[config.mk]
export PLATFORM = sky130hd
export DESIGN_NAME = fgcb_rsp_buffer
export DESIGN_NICKNAME = d
export VERILOG_FILES = /design/src/fgcb_pkg.sv /design/src/fgcb_rsp_buffer.sv
export SDC_FILE = /design/constraint.sdc
export NUM_CORES = 1
export LEC_CHECK = 0
export ABC_AREA = 1
export BUFFER_PORTS_ARGS = -buffer_cell sky130_fd_sc_hd__buf_2
export CAP_MARGIN = 15
export CORE_MARGIN = 8
export CORE_UTILIZATION = 46
export CTS_CLUSTER_DIAMETER = 100
export DETAILED_ROUTE_END_ITERATION = 10
export GPL_ROUTABILITY_DRIVEN = 0
export PLACE_DENSITY = 0.71
export SETUP_SLACK_MARGIN = 0.2
export SLEW_MARGIN = 20
export SYNTH_ARGS = -nofsm -noshare
export SYNTH_HDL_FRONTEND = slang
export SYNTH_SLANG_ARGS = --single-unit
[constraint.sdc]
create_clock -name clock -period 21.2 [get_ports clock]
set_input_delay 3.18 -clock clock [delete_from_list [all_inputs] [get_ports clock]]
set_output_delay 3.18 -clock clock [all_outputs]
set_load 0.05 [all_outputs]
[src/fgcb_pkg.sv]
// Shared types and constants for the frame grid color binning block.
package fgcb_pkg;

   localparam int CFG_DIM_W   = 14;
   localparam int CFG_SKIP_W  = 8;
   localparam int CSR_INDEX_W = 2;
   localparam int CSR_DATA_W  = 14;
   localparam int PIX_W       = 8;
   localparam int TOTAL_W     = 32;
   localparam int COUNT_W     = 20;
   localparam int BIN_NUM_W   = 8;

   localparam logic [CSR_INDEX_W-1:0] CSR_FRAME_WIDTH  = 2'd0;
   localparam logic [CSR_INDEX_W-1:0] CSR_FRAME_HEIGHT = 2'd1;
   localparam logic [CSR_INDEX_W-1:0] CSR_SAMPLE_SKIP  = 2'd2;

   localparam logic [CFG_DIM_W-1:0]  FRAME_WIDTH_RESET  = 14'd1920;
   localparam logic [CFG_DIM_W-1:0]  FRAME_HEIGHT_RESET = 14'd1080;
   localparam logic [CFG_SKIP_W-1:0] SAMPLE_SKIP_RESET  = 8'd32;

   localparam logic OP_PIXEL = 1'b0;
   localparam logic OP_READ  = 1'b1;

   localparam logic [TOTAL_W-1:0] TOTAL_MAX = {TOTAL_W{1'b1}};
   localparam logic [COUNT_W-1:0] COUNT_MAX = {COUNT_W{1'b1}};

   typedef struct packed {
      logic [TOTAL_W-1:0] red;
      logic [TOTAL_W-1:0] green;
      logic [TOTAL_W-1:0] blue;
      logic [COUNT_W-1:0] count;
   } bin_word_type;

   typedef struct packed {
      logic [BIN_NUM_W-1:0] bin_number;
      logic [TOTAL_W-1:0]   red;
      logic [TOTAL_W-1:0]   green;
      logic [TOTAL_W-1:0]   blue;
      logic [COUNT_W-1:0]   count;
   } rsp_beat_type;

   typedef struct packed {
      logic valid;
      logic pixel;
      logic frame_start;
      logic sample;
      logic respond;
   } stage_ctrl_type;

endpackage

[src/fgcb_rsp_buffer.sv]
// Two-entry response buffer that decouples the pipeline from rsp_ready.
module fgcb_rsp_buffer
   import fgcb_pkg::*;
(
   input  logic         clock,
   input  logic         reset,
   input  logic         push,
   input  rsp_beat_type push_beat,
   input  logic         pop_ready,
   output logic         out_valid,
   output rsp_beat_type out_beat,
   output logic [1:0]   level
);

   logic [1:0]   count_ff, count_in;
   rsp_beat_type head_ff, head_in, tail_ff, tail_in;
   logic         pop;

   always_comb begin
      pop      = (count_ff != 2'd0) && pop_ready;
      count_in = count_ff;
      head_in  = head_ff;
      tail_in  = tail_ff;
      case ({push, pop})
         2'b10: begin
            count_in = count_ff + 2'd1;
            if (count_ff == 2'd0) begin
               head_in = push_beat;
            end else begin
               tail_in = push_beat;
            end
         end
         2'b01: begin
            count_in = count_ff - 2'd1;
            head_in  = tail_ff;
         end
         2'b11: begin
            if (count_ff == 2'd1) begin
               head_in = push_beat;
            end else begin
               head_in = tail_ff;
               tail_in = push_beat;
            end
         end
         default: begin
         end
      endcase
   end

   always_ff @(posedge clock) begin
      if (reset) begin
         count_ff <= 2'd0;
      end else begin
         count_ff <= count_in;
      end
   end

   always_ff @(posedge clock) begin
      head_ff <= head_in;
      tail_ff <= tail_in;
   end

   assign out_valid = (count_ff != 2'd0);
   assign out_beat  = head_ff;
   assign level     = count_ff;

endmodule

==> impl_metrics.json <==
{
  "drive_gt1_frac": 0.308,
  "root_buffer": "clkbuf_16",
  "die_w_um": 161,
  "clock_latency_ns": 0.50,
  "die_area_um2": 25900,
  "setup_viol_count_final": 0,
  "critPathLaunchType": "input port",
  "synth_compound_area_frac": 0.00259,
  "pwr-share-seq": 0.445,
  "endpoint_kind": "flip-flop",
  "layout_common_cells": "254 x buf_2, 249 x nand3_1, 248 x edfxtp_1",
  "cp_num_buf_inv": 4,
  "hpwl_um": 14300,
  "switching_share": 0.372,
  "cp_slowest_stage_delay_ns": 0.80,
  "antenna_found_initial": 2,
  "finalCritPeriodShare": 0.262,
  "routed-wl-met3_um": 1560,
  "rsz0062_at_grt": "no",
  "drtIter0Drc": 444,
  "nNetsFinal": 1087,
  "arrival_ns": 5.68,
  "dr.pass1.iters": 5,
  "post-route-min-period_ns": 5.55,
  "leakage_nw": 4.98,
  "tritoncts": "built",
  "cts.path.max_buffers": 3,
  "synth_fa_ha_area_frac": 0.00906,
  "pwr_density_cell_nw_per_um2": 138,
  "critical_path.max_fanout": 68,
  "yosysSeqAreaShare": 0.774,
  "syn_inst": 715,
  "netSwitchingPower_uw": 612,
  "ys_ff_latch": 250,
  "synth_mux_area_frac": 0,
  "final_common_cell": "buf_2",
  "viasPerCell": 5.19,
  "syn_area_per_cell_um2": 13.5,
  "cp_slowest_cell": "buf_4",
  "cts_sinks": 250,
  "p_clk_frac": 0.245,
  "grt_use_total": 0.168,
  "core_area_um2": 20800,
  "drc": 0,
  "numPortBuffers": 254,
  "synth_warnings": 0,
  "crit_required_ns": 21.32,
  "share_comb_of_total_power": 0.311,
  "syn2layout_area_growth_pct": 22.8,
  "skew_ns": 0.00591,
  "synth_top_family_by_area": "simple AND/OR/NAND/NOR gates",
  "top_layer": "met5",
  "hold_buffers": 0,
  "fmax_mhz": 180,
  "syn-cell-area_um2": 9670,
  "syn-num-nets": 850,
  "synth_top_area_cell": "edfxtp_1",
  "relSlewSlack": 0.345,
  "synth-simple-area-share": 0.183,
  "grt_pass1_wl_um": 35100,
  "synth_cell_type_count": 15,
  "clk_pin_slew_ns": 0.06,
  "crit_family": "buffers and inverters",
  "intPower_mw": 1.03,
  "finalHoldViolCount": 0,
  "critical_path_class": "in2reg",
  "grt_max_degree": 86,
  "start_util": 0.464,
  "wl_met1_um": 9060,
  "cts_resized": 0,
  "numCtsBuffers": 25,
  "num_rows": 53,
  "post_cts_buffers": 0,
  "fin_tns_setup_ns": 0,
  "grt_pass1_vias": 6353,
  "p_total_mw": 1.64,
  "finalWirelength_um": 22600,
  "overflow": 0,
  "fin_hold_ws_ns": 0.537,
  "wl_met2_um": 11400,
  "irDropWorstVdd_mv": 0.0955,
  "die_h_um": 161,
  "cap_violations": 0,
  "outcome": "finished, final reports clean",
  "hold_path_class": "reg2reg",
  "tightest_slew_ns": 0.983,
  "wire_per_inst_um": 18.2,
  "vias": 6440,
  "synth_top_area_share": 0.770,
  "io_pins": 255,
  "synthXorXnorAreaFrac": 0,
  "cts_htree_levels": 1,
  "slew_violations": 0,
  "worstPathCellList": "buf_2 -> nand2_1 -> inv_1 -> ha_1 -> nand2_1 -> o21ai_0 -> a21oi_4 -> buf_4 -> buf_4",
  "synth_area_leaders": "edfxtp_1 77%, nand3_1 13%, nand2_1 5.3%, buf_2 1.4%, ha_1 0.91%",
  "postRouteAntennaNets": 0
}
[worst register-to-register path, delay by kind of cell, from the launching register on]
kind	cells	cell delay (ns)
AO/OA/AOI/OAI	2	0.37
adder cells (fa/ha/maj)	2	0.56
buffers and inverters	5	1.83
flip-flops	1	0.43
AND/OR/NAND/NOR	1	0.14
[final timing paths]
kind         cells after the start           end  slack [ns]        start
max                              9   tail_ff[70]       15.65    pop_ready
min                              2  out_beat[99]        0.54  tail_ff[99]
max reg2reg                     10   tail_ff[70]       17.47     level[0]
min reg2reg                      2  out_beat[99]        0.54  tail_ff[99]
[logic make-up (layout without fill, tap and decap cells)]
logic type / after synthesis / count (layout)
adders and majority gates: 7 / 7
buffers and inverters: 65 / 314
and+or+nand+nor: 388 / 388
other: 0 / 1
AOI/OAI and AO/OA: 5 / 5
DFF: 250 / 250
[state kept, by name, indices dropped and copies added, names as in the netlist]
register	count
tail_ff	124
out_beat	124
level	2
[Yosys cell counts]
cell type    n
nor2_1       1
inv_1       11
buf_2       28
dfxtp_1      2
o21ai_0      2
nand3_1    249
nand2_2      2
ha_1         7
clkbuf_1    18
nand2_1    136
a21oi_1      3
buf_1        1
inv_2        2
buf_4        5
edfxtp_1   248
[metrics by stage]
step	cell area (µm²)	instances	util	worst slack, ns
after floorplan	9670	715	-	8.52
after global placement	11100	1200	0.535	15.18
after detailed placement	11100	1200	0.535	15.13
after CTS	11900	1239	0.570	15.66
after global routing	11900	1240	0.570	15.50
final	11900	1240	0.570	15.65
[layer usage]
| layer | global-route usage | vias to the layer above |
|---|---|---|
| met4 | 0.0543 | 2 |
| met1 | 0.213 | 3039 |
| met2 | 0.282 | 280 |
| met3 | 0.0367 | 35 |
| met5 | 0 | - |
| li1 | - | 3084 |
[power by group through the flow]
stage,Combinational [mW],Clock [mW],Sequential [mW]
after floorplan,0.146,0,1.01
final,0.510,0.402,0.731
after CTS,0.518,0.415,0.732
after global routing,0.545,0.432,0.740
after detailed placement,0.517,0,0.740
after global placement,0.513,0,0.738
[cell type report]
| cell class | instances | area (µm²) |
|---|---|---|
| antenna | 1 | 2.50 |
| inverter | 13 | 48.8 |
| tap | 275 | 344 |
| clock buffer | 32 | 652 |
| multi-input combinational | 400 | 1930 |
| sequential | 250 | 7490 |
| fill | 1702 | 8940 |
| timing repair buffer | 262 | 1330 |
| clock inverter | 7 | 78.8 |
Note: power is estimated with default switching activity, not from simulation.
