`config.mk`:
```
export PLATFORM = sky130hd
export DESIGN_NAME = fgcb_position
export DESIGN_NICKNAME = d
export VERILOG_FILES = /design/src/fgcb_pkg.sv /design/src/fgcb_position.sv
export SDC_FILE = /design/constraint.sdc
export NUM_CORES = 1
export LEC_CHECK = 0
export ABC_AREA = 1
export BUFFER_PORTS_ARGS = -buffer_cell sky130_fd_sc_hd__buf_4
export CAP_MARGIN = 10
export CORE_MARGIN = 10
export CORE_UTILIZATION = 35
export DETAILED_ROUTE_END_ITERATION = 8
export GPL_TIMING_DRIVEN = 0
export PLACE_DENSITY = 0.48
export SETUP_SLACK_MARGIN = 0.3
export SLEW_MARGIN = 20
export SYNTH_ARGS = -nofsm -noshare
export SYNTH_HDL_FRONTEND = slang
export SYNTH_SLANG_ARGS = --single-unit
```
`constraint.sdc`:
```
create_clock -name clock -period 6.1 [get_ports clock]
set_input_delay 0.61 -clock clock [delete_from_list [all_inputs] [get_ports clock]]
set_output_delay 0.61 -clock clock [all_outputs]
set_load 0.01 [all_outputs]
```
`src/fgcb_pkg.sv`:
```
// Shared types and constants for the frame grid color binning block.
package fgcb_pkg;

   localparam int CFG_DIM_W   = 14;
   localparam int CFG_SKIP_W  = 8;
   localparam int CSR_INDEX_W = 2;
   localparam int CSR_DATA_W  = 14;
   localparam int PIX_W       = 8;
   localparam int TOTAL_W     = 32;
   localparam int COUNT_W     = 20;
   localparam int BIN_NUM_W   = 8;

   localparam logic [CSR_INDEX_W-1:0] CSR_FRAME_WIDTH  = 2'd0;
   localparam logic [CSR_INDEX_W-1:0] CSR_FRAME_HEIGHT = 2'd1;
   localparam logic [CSR_INDEX_W-1:0] CSR_SAMPLE_SKIP  = 2'd2;

   localparam logic [CFG_DIM_W-1:0]  FRAME_WIDTH_RESET  = 14'd1920;
   localparam logic [CFG_DIM_W-1:0]  FRAME_HEIGHT_RESET = 14'd1080;
   localparam logic [CFG_SKIP_W-1:0] SAMPLE_SKIP_RESET  = 8'd32;

   localparam logic OP_PIXEL = 1'b0;
   localparam logic OP_READ  = 1'b1;

   localparam logic [TOTAL_W-1:0] TOTAL_MAX = {TOTAL_W{1'b1}};
   localparam logic [COUNT_W-1:0] COUNT_MAX = {COUNT_W{1'b1}};

   typedef struct packed {
      logic [TOTAL_W-1:0] red;
      logic [TOTAL_W-1:0] green;
      logic [TOTAL_W-1:0] blue;
      logic [COUNT_W-1:0] count;
   } bin_word_type;

   typedef struct packed {
      logic [BIN_NUM_W-1:0] bin_number;
      logic [TOTAL_W-1:0]   red;
      logic [TOTAL_W-1:0]   green;
      logic [TOTAL_W-1:0]   blue;
      logic [COUNT_W-1:0]   count;
   } rsp_beat_type;

   typedef struct packed {
      logic valid;
      logic pixel;
      logic frame_start;
      logic sample;
      logic respond;
   } stage_ctrl_type;

endpackage

```
`src/fgcb_position.sv`:
```
// Raster position, sample phase and grid bin tracking for pixel beats.
module fgcb_position
   import fgcb_pkg::*;
#(
   parameter int GRID_COLUMNS = 16,
   parameter int GRID_ROWS = 9,
   parameter int MAX_FRAME_DIM = 8192,
   parameter int BIN_W = 8
) (
   input  logic                  clock,
   input  logic                  reset,
   input  logic                  advance,
   input  logic                  frame_start,
   input  logic [CFG_DIM_W-1:0]  cfg_width,
   input  logic [CFG_DIM_W-1:0]  cfg_height,
   input  logic [CFG_SKIP_W-1:0] cfg_skip,
   output logic [BIN_W-1:0]      bin_index,
   output logic                  sample
);

   localparam int COL_W = (GRID_COLUMNS > 1) ? $clog2(GRID_COLUMNS) : 1;
   localparam int ROW_W = (GRID_ROWS > 1) ? $clog2(GRID_ROWS) : 1;
   localparam int DIM_W = $clog2(MAX_FRAME_DIM + 1);
   localparam int POS_W = $clog2(MAX_FRAME_DIM);
   localparam int CMP_W = (DIM_W > CFG_DIM_W) ? DIM_W : CFG_DIM_W;
   localparam int REM_W = DIM_W + 1;

   localparam logic [CMP_W-1:0] MAX_CMP  = CMP_W'(MAX_FRAME_DIM);
   localparam logic [CMP_W-1:0] COLS_CMP = CMP_W'(GRID_COLUMNS);
   localparam logic [CMP_W-1:0] ROWS_CMP = CMP_W'(GRID_ROWS);
   localparam logic [COL_W-1:0] COL_LAST = COL_W'(GRID_COLUMNS - 1);
   localparam logic [ROW_W-1:0] ROW_LAST = ROW_W'(GRID_ROWS - 1);
   localparam logic [REM_W-1:0] COL_STEP = REM_W'(GRID_COLUMNS);
   localparam logic [REM_W-1:0] ROW_STEP = REM_W'(GRID_ROWS);
   localparam logic [BIN_W-1:0] COLS_BIN = BIN_W'(GRID_COLUMNS);

   logic [POS_W-1:0]      col_pos_ff, col_pos_in, row_pos_ff, row_pos_in;
   logic [COL_W-1:0]      col_bin_ff, col_bin_in;
   logic [ROW_W-1:0]      row_bin_ff, row_bin_in;
   logic [POS_W-1:0]      col_rem_ff, col_rem_in, row_rem_ff, row_rem_in;
   logic [CFG_SKIP_W-1:0] col_phase_ff, col_phase_in, row_phase_ff, row_phase_in;

   logic [POS_W-1:0]      col_pos, row_pos, col_rem, row_rem;
   logic [COL_W-1:0]      col_bin, col_bin_cl;
   logic [ROW_W-1:0]      row_bin, row_bin_cl;
   logic [CFG_SKIP_W-1:0] col_phase, row_phase;
   logic [CMP_W-1:0]      width_ext, height_ext, width_cl, height_cl;
   logic [DIM_W-1:0]      width_dim, height_dim, col_pos_inc, row_pos_inc;
   logic [REM_W-1:0]      col_rem_sum, row_rem_sum;

   always_comb begin
      // frame start puts the beat at the origin before it is sampled
      col_pos = frame_start ? '0 : col_pos_ff;
      row_pos = frame_start ? '0 : row_pos_ff;
      col_bin = frame_start ? '0 : col_bin_ff;
      row_bin = frame_start ? '0 : row_bin_ff;
      col_rem = frame_start ? '0 : col_rem_ff;
      row_rem = frame_start ? '0 : row_rem_ff;
      col_phase = (frame_start || col_phase_ff > cfg_skip) ? '0 : col_phase_ff;
      row_phase = (frame_start || row_phase_ff > cfg_skip) ? '0 : row_phase_ff;

      sample     = (col_phase == '0) && (row_phase == '0);
      col_bin_cl = (col_bin > COL_LAST) ? COL_LAST : col_bin;
      row_bin_cl = (row_bin > ROW_LAST) ? ROW_LAST : row_bin;
      bin_index  = BIN_W'(row_bin_cl) * COLS_BIN + BIN_W'(col_bin_cl);

      width_ext  = CMP_W'(cfg_width);
      height_ext = CMP_W'(cfg_height);
      if (width_ext < COLS_CMP) begin
         width_cl = COLS_CMP;
      end else if (width_ext > MAX_CMP) begin
         width_cl = MAX_CMP;
      end else begin
         width_cl = width_ext;
      end
      if (height_ext < ROWS_CMP) begin
         height_cl = ROWS_CMP;
      end else if (height_ext > MAX_CMP) begin
         height_cl = MAX_CMP;
      end else begin
         height_cl = height_ext;
      end
      width_dim  = width_cl[DIM_W-1:0];
      height_dim = height_cl[DIM_W-1:0];

      col_pos_inc = DIM_W'(col_pos) + DIM_W'(1);
      row_pos_inc = DIM_W'(row_pos) + DIM_W'(1);
      col_rem_sum = REM_W'(col_rem) + COL_STEP;
      row_rem_sum = REM_W'(row_rem) + ROW_STEP;

      col_pos_in   = col_pos;
      col_bin_in   = col_bin;
      col_rem_in   = col_rem;
      col_phase_in = col_phase;
      row_pos_in   = row_pos;
      row_bin_in   = row_bin;
      row_rem_in   = row_rem;
      row_phase_in = row_phase;

      if (col_pos_inc < width_dim) begin
         col_pos_in = col_pos_inc[POS_W-1:0];
         if (col_rem_sum >= REM_W'(width_dim)) begin
            col_rem_in = POS_W'(col_rem_sum - REM_W'(width_dim));
            if (col_bin < COL_LAST) begin
               col_bin_in = col_bin + COL_W'(1);
            end
         end else begin
            col_rem_in = POS_W'(col_rem_sum);
         end
         col_phase_in = (col_phase >= cfg_skip) ? '0 : col_phase + CFG_SKIP_W'(1);
      end else begin
         // wrap the column, then step or wrap the row
         col_pos_in   = '0;
         col_bin_in   = '0;
         col_rem_in   = '0;
         col_phase_in = '0;
         if (row_pos_inc < height_dim) begin
            row_pos_in = row_pos_inc[POS_W-1:0];
            if (row_rem_sum >= REM_W'(height_dim)) begin
               row_rem_in = POS_W'(row_rem_sum - REM_W'(height_dim));
               if (row_bin < ROW_LAST) begin
                  row_bin_in = row_bin + ROW_W'(1);
               end
            end else begin
               row_rem_in = POS_W'(row_rem_sum);
            end
            row_phase_in = (row_phase >= cfg_skip) ? '0 : row_phase + CFG_SKIP_W'(1);
         end else begin
            row_pos_in   = '0;
            row_bin_in   = '0;
            row_rem_in   = '0;
            row_phase_in = '0;
         end
      end
   end

   always_ff @(posedge clock) begin
      if (reset) begin
         col_pos_ff   <= '0;
         row_pos_ff   <= '0;
         col_bin_ff   <= '0;
         row_bin_ff   <= '0;
         col_rem_ff   <= '0;
         row_rem_ff   <= '0;
         col_phase_ff <= '0;
         row_phase_ff <= '0;
      end else if (advance) begin
         col_pos_ff   <= col_pos_in;
         row_pos_ff   <= row_pos_in;
         col_bin_ff   <= col_bin_in;
         row_bin_ff   <= row_bin_in;
         col_rem_ff   <= col_rem_in;
         row_rem_ff   <= row_rem_in;
         col_phase_ff <= col_phase_in;
         row_phase_ff <= row_phase_in;
      end
   end

endmodule

```
==> impl_metrics.py, run 1 <==
metrics = {
    "synth": {
        "syn_area_um2": 7900,
        "synth_edf_count": 0,
        "yosysWarnings": 0,
        "muxShareOfSynthArea_pct": 0,
        "synth.top_cell.area_share_pct": 19.3,
        "synth_xor_area_share_pct": 5.99,
        "synth_top_family_by_area": "simple AND/OR/NAND/NOR gates",
        "synth_nets": 1373,
        "synth_compound_area_share_pct": 16.1,
        "async_reset_ff_share_pct": 0,
        "synth-adder-area-share_pct": 15.9,
        "synth-simple-area-share_pct": 32.4,
        "synthTopCellsByArea": "dfxtp_1 19%, nand2_1 15%, ha_1 15%",
        "synth_cell_types": 51,
        "synth_flop_cell": "dfxtp_1",
        "synth_top_area_cell": "dfxtp_1",
        "syn_inst": 1234,
        "postSynthAreaPerCell_um2": 6.40,
        "synth_seq_cells": 76,
        "yosysSeqAreaShare_pct": 19.3,
    },
    "grt": {
        "grt_use_met1_pct": 22.0,
        "antenna_found_initial": 0,
        "top_usage_layer": "met2",
        "grt_overflow": 0,
        "grt_use_total_pct": 16.9,
        "grt_pass1_wl_mm": 39.3,
        "use_met3_pct": 2.85,
        "grt_max_degree": 13,
        "grt_pass1_vias": 7637,
        "met2_usage_pct": 28.6,
    },
    "floorplanning": {
        "die_area_um2": 29000,
        "die_w_um": 170,
        "coreArea_um2": 22000,
        "start_util_pct": 35.9,
        "row_count": 54,
        "ios": 49,
        "die_y_um": 170,
    },
    "route": {
        "drt_iter0_drc": 390,
        "avgViaCountPerCell": 4.94,
        "ant_nets": 0,
        "via_count": 7778,
        "drc": 0,
        "post_drt_wl_per_cell_um": 15.1,
        "drt_pass1_iterations": 5,
        "wl_mm": 23.9,
    },
    "setup_path": {
        "r2r-start": "row_rem_ff[0]",
        "cp-startpoint": "frame_start",
        "cp_max_fo": 10,
        "start_kind": "input port",
        "worst-endpoint-arrival_ns": 5.20,
        "worstSetupEndpointType": "flop",
        "cp.required_ns": 6.37,
        "crit_type": "in -> reg",
    },
    "clock_tree": {
        "clkTransAtPathRegs_ns": 0.06,
        "clk_path_buf_depth": 2,
        "root_buffer": "clkbuf_16",
        "cts.sinks": 76,
        "post_cts_resize_count": 0,
        "insertion_delay_ns": 0.35,
        "hold_buffers": 0,
        "numCtsBuffers": 9,
        "postCtsSetupBuffers": 0,
        "cts_tree": "yes",
        "cts_max_level": 3,
    },
    "sta": {
        "fin_worst_skew_ns": 0.0140,
        "tightest_slew_ns": 0.887,
        "setup_viol": 0,
        "drv_slew": 0,
        "post-route-period-util_pct": 80.9,
        "hold_viol": 0,
        "final.setup.worst_slack_ns": 1.17,
        "rsz0062_at_grt": "false",
        "max_slew_margin_pct": 40.9,
        "fin_crit_ns": 4.93,
        "finalSetupTns_ns": 0,
        "max_freq_mhz": 203,
    },
    "final_layout": {
        "layout-drive-gt1-share_pct": 10.2,
        "most-common-layout-cells": "325 x nand2_1, 155 x inv_1, 128 x nor2_1",
        "finalNetCount": 1431,
        "areaGrowthSynthToFinish_pct": 12.6,
        "fill_cells": 2450,
        "final_common_cell": "nand2_1",
        "multi_input_area_um2": 5560,
        "seqCellArea_um2": 1520,
        "fin_util_pct": 40.4,
        "diodes": 0,
    },
    "pwr": {
        "p_sw_share_pct": 30.8,
        "power.internal_mw": 0.924,
        "pwr-share-clk_pct": 41.5,
        "combPwrFrac_pct": 20.5,
        "ir_worst_vdd_mv": 0.137,
        "p_leak_nw": 4.02,
        "p_sw_mw": 0.411,
        "p_seq_share_pct": 38.1,
        "pwr_density_cell_nw_per_um2": 150,
    },
    "min_path": {
        "min_from": "col_pos_ff[4]",
        "hold_class": "reg -> reg",
    },
    "place": {
        "io_buffers": 47,
        "gp_congestion": 0.860,
        "place_ws_ns": 0.834,
        "place_hpwl_mm": 19.4,
    },
    "run_status": {
        "status": "finished, final reports clean",
    },
    "job": {
        "maxCapViolations": 0,
    },
}
-- state kept, by name, indices dropped and copies added (netlist names) --
name,count
row_bin_ff,4
row_rem_ff,13
col_pos_ff,13
row_pos_ff,13
col_phase_ff,8
row_phase_ff,8
col_bin_ff,4
col_rem_ff,13
-- worst max-delay path, cell delays in order --
cell      delay [ns]
buf_4           0.14
buf_4           0.20
buf_2           0.24
buf_2           0.26
buf_2           0.26
nor2_1          0.23
ha_1            0.23
nand3_1         0.09
nand2_1         0.14
nand3_1         0.12
nor2_1          0.20
inv_1           0.11
nor3b_1         0.29
xor2_1          0.31
inv_1           0.07
ha_1            0.30
nand2_1         0.10
o21ai_0         0.09
a21oi_1         0.12
nand3_1         0.11
inv_1           0.14
clkbuf_1        0.36
nand2_1         0.10
o21ai_0         0.12
nand3_2         0.11
a21oi_2         0.13
-- path summary, 6_finish.rpt --
kind,endpoint,depth (start not counted),slack [ns]
setup / recovery,row_rem_ff[7],26,1.17
hold / removal,col_pos_ff[4],2,0.46
setup reg to reg,row_rem_ff[7],22,2.20
hold reg to reg,col_pos_ff[4],2,0.46
-- cell type report --
class	count	share of cell area, %
multi-input cells	960	62.5
flip-flops and latches	76	17.1
inverters	159	6.78
repair buffers	47	3.97
well taps	280	3.94
clock buffers	11	2.73
plain buffers	39	2.42
clock inverters	4	0.563
-- per-layer routing --
metal	wire, um	up-vias
met5	0	-
met4	311	0
met3	751	19
met2	10800	91
met1	12000	3507
li1	-	4161
-- cell usage after synthesis, types with 2 or more instances --
cell type and n:
nor3b_1 2, fa_1 2, nand4_1 20, nand2_4 2, nand3_1 44, nor3_2 5, nand3_2 15, nor3_1 15
buf_2 9, nand2_1 325, o211ai_1 15, a21oi_2 15, inv_1 155, a21boi_0 2, nor4_1 5, a211oi_1 3
o21ai_0 56, o21ai_1 4, a21o_1 5, nand3b_1 6, xor2_1 36, ha_1 97, a31oi_1 6, o2111ai_1 3
xnor2_1 18, or2_1 3, clkbuf_1 19, dfxtp_1 76, a21oi_1 110, nor2_2 3, nor2_4 2, nand4_2 2
nor2_1 128, nand2_2 2, buf_4 8
-- through the flow --
| step | area, um^2 | hold WS [ns] | std cells | total power [mW] |
|---|---|---|---|---|
| after CTS | 8890 | 0.465 | 1576 | 1.36 |
| after floorplan | 7900 | 0.445 | 1234 | 0.702 |
| final | 8890 | 0.464 | 1576 | 1.34 |
| after global routing | 8890 | 0.483 | 1576 | 1.41 |
| after detailed placement | 8600 | 0.455 | 1561 | 0.795 |
| after global placement | 8600 | 0.453 | 1561 | 0.796 |
-- cell families after synthesis --
family,count (synthesis)
buffers and inverters,198
AO/OA/AOI/OAI,224
XOR/XNOR,54
adder cells (fa/ha/maj),99
flip-flops,76
AND/OR/NAND/NOR,583
-- power by group through the flow --
stage | Sequential (mW) | Clock, mW | Combinational [mW]
after floorplan | 0.519 | 0 | 0.184
after global placement | 0.520 | 0 | 0.277
after detailed placement | 0.520 | 0 | 0.276
after CTS | 0.508 | 0.573 | 0.277
after global routing | 0.509 | 0.590 | 0.313
final | 0.509 | 0.554 | 0.273
No activity file was read; power rests on OpenSTA's default activity.
==> run 2, diff against run 1 <==
Settings changed: PLACE_DENSITY 0.48 to 0.5.
Clock period 6.1 ns to 4.46 ns, I/O delays scaled along.
==> impl_metrics.py, run 2 (synthesis results as in run 1) <==
metrics = {
    "run_status": {
        "status": "finished, final reports clean",
    },
    "grt": {
        "grt_overflow": 0,
        "grt_use_total_pct": 16.9,
        "antenna_found_initial": 0,
        "grt_max_degree": 13,
        "grt_pass1_vias": 7658,
        "grt_pass1_wl_mm": 39.5,
    },
    "route": {
        "drt_pass1_iterations": 5,
        "drc": 0,
        "wl_mm": 24.0,
        "avgViaCountPerCell": 4.95,
        "drt_iter0_drc": 470,
        "ant_nets": 0,
        "post_drt_wl_per_cell_um": 15.1,
        "via_count": 7836,
    },
    "final_layout": {
        "finalNonFillerCells": 1582,
        "areaGrowthSynthToFinish_pct": 14.8,
        "most-common-layout-cells": "323 x nand2_1, 155 x inv_1, 126 x nor2_1",
        "diodes": 0,
        "final_common_cell": "nand2_1",
        "finalNetCount": 1436,
        "fin_util_pct": 41.2,
        "fill_cells": 2407,
        "layout-drive-gt1-share_pct": 11.6,
    },
    "floorplanning": {
        "die_area_um2": 29000,
        "row_count": 54,
        "coreArea_um2": 22000,
        "die_y_um": 170,
        "ios": 49,
        "start_util_pct": 35.9,
        "die_w_um": 170,
    },
    "setup_path": {
        "worstSetupEndpointType": "flop",
        "cp.required_ns": 4.66,
        "cp_max_fo": 10,
        "cp-startpoint": "frame_start",
        "crit_type": "in -> reg",
        "start_kind": "input port",
        "r2r-start": "row_pos_ff[0]",
        "worst-endpoint-arrival_ns": 4.15,
    },
    "pwr": {
        "p_leak_nw": 4.07,
        "pwr_density_cell_nw_per_um2": 210,
        "ir_worst_vdd_mv": 0.157,
    },
    "place": {
        "place_inst": 1561,
        "io_buffers": 47,
        "place_hpwl_mm": 19.2,
        "gp_congestion": 0.850,
    },
    "clock_tree": {
        "clk_path_buf_depth": 2,
        "numCtsBuffers": 9,
        "clkTransAtPathRegs_ns": 0.06,
        "cts_max_level": 3,
        "hold_buffers": 0,
        "cts.sinks": 76,
        "cts_tree": "yes",
        "insertion_delay_ns": 0.35,
        "root_buffer": "clkbuf_16",
    },
    "sta": {
        "drv_slew": 0,
        "whs_ns": 0.461,
        "hold_viol": 0,
        "post-route-period-util_pct": 88.6,
        "fin_worst_skew_ns": 0.0127,
        "max_slew_margin_pct": 50.7,
        "setup_viol": 0,
        "rsz0062_at_grt": "true",
        "tightest_slew_ns": 0.740,
        "fin_crit_ns": 3.95,
        "max_freq_mhz": 253,
    },
    "job": {
        "maxCapViolations": 0,
    },
    "min_path": {
        "hold_class": "in -> reg",
        "min_from": "advance",
    },
}
[run 2: cell count changes in the layout (fill, tap and decap cells not counted), sizes merged]
cell / previous run / this run
clkbuf: 30 / 33
buf: 67 / 70
bufinv: 1 / 2
clkinvlp: 2 / 1
[run 2: layout make-up]
cell class / count / area, um^2 / area share [%]
Clock inverter: 4 / 72.6 / 0.801
Multi-Input combinational cell: 960 / 5620 / 62.0
Buffer: 39 / 263 / 2.90
Clock buffer: 12 / 246 / 2.72
Inverter: 159 / 603 / 6.65
Tap cell: 280 / 350 / 3.86
Sequential cell: 76 / 1520 / 16.8
Timing Repair Buffer: 52 / 390 / 4.31
[run 2: path summary, 6_finish.rpt]
kind               endpoint  slack, ns  depth (start not counted)
min reg2reg   col_pos_ff[6]       0.47                          2
min          row_rem_ff[12]       0.46                          4
max           row_rem_ff[6]       0.51                         24
max reg2reg   row_rem_ff[6]       0.80                         20
[run 2: layer usage]
| layer | up-vias | track usage [%] | wire length [um] |
|---|---|---|---|
| met4 | 0 | 3.20 | 178 |
| met3 | 14 | 2.61 | 852 |
| met1 | 3535 | 22.3 | 11900 |
| met2 | 114 | 28.4 | 11000 |
| li1 | 4173 | - | - |
| met5 | - | 0 | 0 |
[run 2: per-stage QoR]
step | total power [mW] | worst slack (ns) | setup TNS [ns] | instance area (um^2)
floorplan | 0.961 | 0.615 | 0 | 7900
global placement | 1.08 | -0.577 | -17.40 | 8600
detailed placement | 1.09 | -0.558 | -16.40 | 8600
CTS | 1.92 | 0.286 | 0 | 8960
global route | 2.01 | 0.265 | 0 | 9060
finish | 1.90 | 0.508 | 0 | 9060
[run 2: power breakdown]
| part | leakage [nW] | total, mW | internal, mW | switching [mW] |
|---|---|---|---|---|
| registers | 0.614 | 0.696 | 0.689 | 0.00640 |
| clock network | 0.153 | 0.827 | 0.506 | 0.320 |
| logic | 3.31 | 0.381 | 0.135 | 0.246 |
| total | 4.07 | 1.90 | 1.33 | 0.573 |
[run 2: worst max-delay path, stage by stage]
cell and delay, ns:
buf_4 0.14, buf_6 0.16, buf_6 0.16, buf_6 0.17
buf_6 0.17, nor2_1 0.12, ha_1 0.19, nand4_1 0.16
nor2_1 0.23, nand3_1 0.16, nor3_2 0.20, nand4_1 0.13
xor2_1 0.19, ha_1 0.30, nand2_1 0.06, nor4_1 0.27
nand2_1 0.10, nand2_2 0.18, clkinv_2 0.12, nand2_4 0.12
inv_6 0.05, buf_8 0.15, nand4_2 0.08, a21oi_2 0.06
[run 2: timing repair]
action	CTS	global route
endpoints found under the setup margin	74	76
pin swaps	1	7
buffers inserted	0	5
resized for setup	13	22
==> run 3, diff against run 2 <==
Settings changed: CELL_PAD_IN_SITES_DETAIL_PLACEMENT set to 0, CELL_PAD_IN_SITES_GLOBAL_PLACEMENT set to 1, PLACE_DENSITY 0.5 to 0.66.
==> impl_metrics.py, run 3 (synthesis results as in run 1) <==
metrics = {
    "setup_path": {
        "timing.rr.end": "row_rem_ff[11]",
        "reg2reg_slack_ns": 0.91,
        "cp_top_family": "simple AND/OR/NAND/NOR gates",
        "worst-endpoint-arrival_ns": 4.09,
        "worstSetupEndpointType": "flop",
        "crit_type": "in -> reg",
        "slowest_stage": "ha_1",
        "path_buf_inv": 8,
        "cp_max_fo": 10,
        "cp_cell_sequence": "buf_4 -> buf_6 -> buf_6 -> buf_6 -> buf_8 -> nor2_1 -> ha_1 -> nand4_1 -> nor2_2 -> nand3_1 -> nor3_4 -> nand4_1 -> xor2_1 -> ha_1 -> nand2_1 -> nor4_2 -> nand2_1 -> nand2_4 -> clkinv_2 -> nand2_4 -> inv_6 -> buf_8 -> nand3_2 -> a21oi_2",
        "crit_top_cell": "buf_6",
        "start_kind": "input port",
        "r2r-start": "row_pos_ff[0]",
        "crit_path_max_incr_delay_ns": 0.30,
        "ff2ff_path_depth": 20,
        "cp.required_ns": 4.67,
    },
    "pwr": {
        "ir_worst_vdd_mv": 0.162,
        "p_leak_nw": 4.21,
        "finalPower_mw": 1.92,
        "pwr_density_cell_nw_per_um2": 208,
    },
    "sta": {
        "final.setup.worst_slack_ns": 0.581,
        "max_freq_mhz": 258,
        "max_slew_margin_pct": 49.7,
        "post-route-period-util_pct": 87.0,
        "rsz0062_at_grt": "false",
        "setup_viol": 0,
        "fin_worst_skew_ns": 0.0127,
        "fin_crit_ns": 3.88,
        "tightest_slew_ns": 0.755,
        "drv_slew": 0,
        "hold_viol": 0,
    },
    "final_layout": {
        "most-common-layout-cells": "322 x nand2_1, 154 x inv_1, 125 x nor2_1",
        "layout-drive-gt1-share_pct": 13.2,
        "fin_area_um2": 9260,
        "fin_util_pct": 42.0,
        "diodes": 0,
        "final_common_cell": "nand2_1",
        "areaGrowthSynthToFinish_pct": 17.2,
        "finalNetCount": 1446,
    },
    "grt": {
        "grt_use_total_pct": 17.3,
        "grt_max_degree": 15,
        "grt_overflow": 0,
        "antenna_found_initial": 0,
        "grt_pass1_vias": 7736,
        "grt_pass1_wl_mm": 40.5,
    },
    "floorplanning": {
        "coreArea_um2": 22000,
        "die_y_um": 170,
        "ios": 49,
        "die_w_um": 170,
        "die_area_um2": 29000,
        "start_util_pct": 35.9,
        "row_count": 54,
    },
    "clock_tree": {
        "cts_tree": "yes",
        "root_buffer": "clkbuf_16",
        "cts.sinks": 76,
        "insertion_delay_ns": 0.36,
        "numCtsBuffers": 9,
        "clkTransAtPathRegs_ns": 0.06,
        "clk_path_buf_depth": 2,
        "cts_max_level": 3,
        "hold_buffers": 0,
    },
    "min_path": {
        "whs_path_depth": 4,
        "hold_class": "in -> reg",
        "min_from": "advance",
        "holdPathEnd": "row_rem_ff[12]",
    },
    "place": {
        "place_ws_ns": -0.697,
        "place_hpwl_mm": 19.8,
        "io_buffers": 47,
        "gp_congestion": 0.875,
        "placed_cell_area_um2": 8600,
    },
    "route": {
        "ant_nets": 0,
        "via_count": 7834,
        "wl_mm": 24.8,
        "avgViaCountPerCell": 4.92,
        "drt_iter0_drc": 398,
        "drt_pass1_iterations": 5,
        "post_drt_wl_per_cell_um": 15.6,
        "drc": 0,
    },
    "run_status": {
        "status": "finished, final reports clean",
    },
    "job": {
        "maxCapViolations": 0,
    },
}
-- run 3: metal layers --
layer	up-vias	track usage (%)	routed length, um
met5	-	0	0
met4	0	3.66	188
met3	12	2.55	679
met2	85	28.7	11500
met1	3532	23.2	12400
li1	4205	-	-
-- run 3: worst max path at each step --
stage | from | end | slack, ns | cells after the start
after floorplan | frame_start | row_rem_ff[8] | 0.62 | 25
after global placement | frame_start | row_rem_ff[11] | -0.75 | 26
after detailed placement | frame_start | row_rem_ff[11] | -0.70 | 26
after CTS | frame_start | row_rem_ff[11] | 0.34 | 26
after global routing | frame_start | row_bin_ff[2] | 0.27 | 28
final | frame_start | row_rem_ff[11] | 0.58 | 24
-- run 3: power breakdown --
group / internal, mW / leakage, nW / switching (mW)
Sequential: 0.689 / 0.614 / 0.00628
Combinational: 0.141 / 3.44 / 0.252
Clock: 0.495 / 0.156 / 0.340
Total: 1.33 / 4.21 / 0.598
-- run 3: cell type report --
class	count	area (um^2)
tap	280	350
buffer	39	278
clock inverter	7	98.8
multi-input combinational	960	5690
clock buffer	9	225
sequential	76	1520
inverter	159	607
fill	2419	12800
timing repair buffer	62	493
-- run 3: metrics by stage --
stage / hold WS, ns / TNS, ns / cells
3_3_place_gp: 0.452 / -25.48 / 1561
2_1_floorplan: 0.445 / 0 / 1234
3_5_place_dp: 0.456 / -25.00 / 1561
4_1_cts: 0.441 / 0 / 1578
5_1_grt: 0.480 / 0 / 1592
6_report: 0.442 / 0 / 1592
-- run 3: worst min-delay path: cells and delay by family --
| family | cells | cell delay, ns |
|---|---|---|
| AO/OA/AOI/OAI | 2 | 0.13 |
| buffers and inverters | 1 | 0.11 |
| AND/OR/NAND/NOR | 1 | 0.06 |
-- run 3: repair_timing --
| action | CTS | global route |
|---|---|---|
| gates cloned | 0 | 2 |
| setup endpoints to repair | 76 | 75 |
| resized for setup | 16 | 37 |
| buffers inserted | 1 | 12 |
| pin swaps | 1 | 13 |
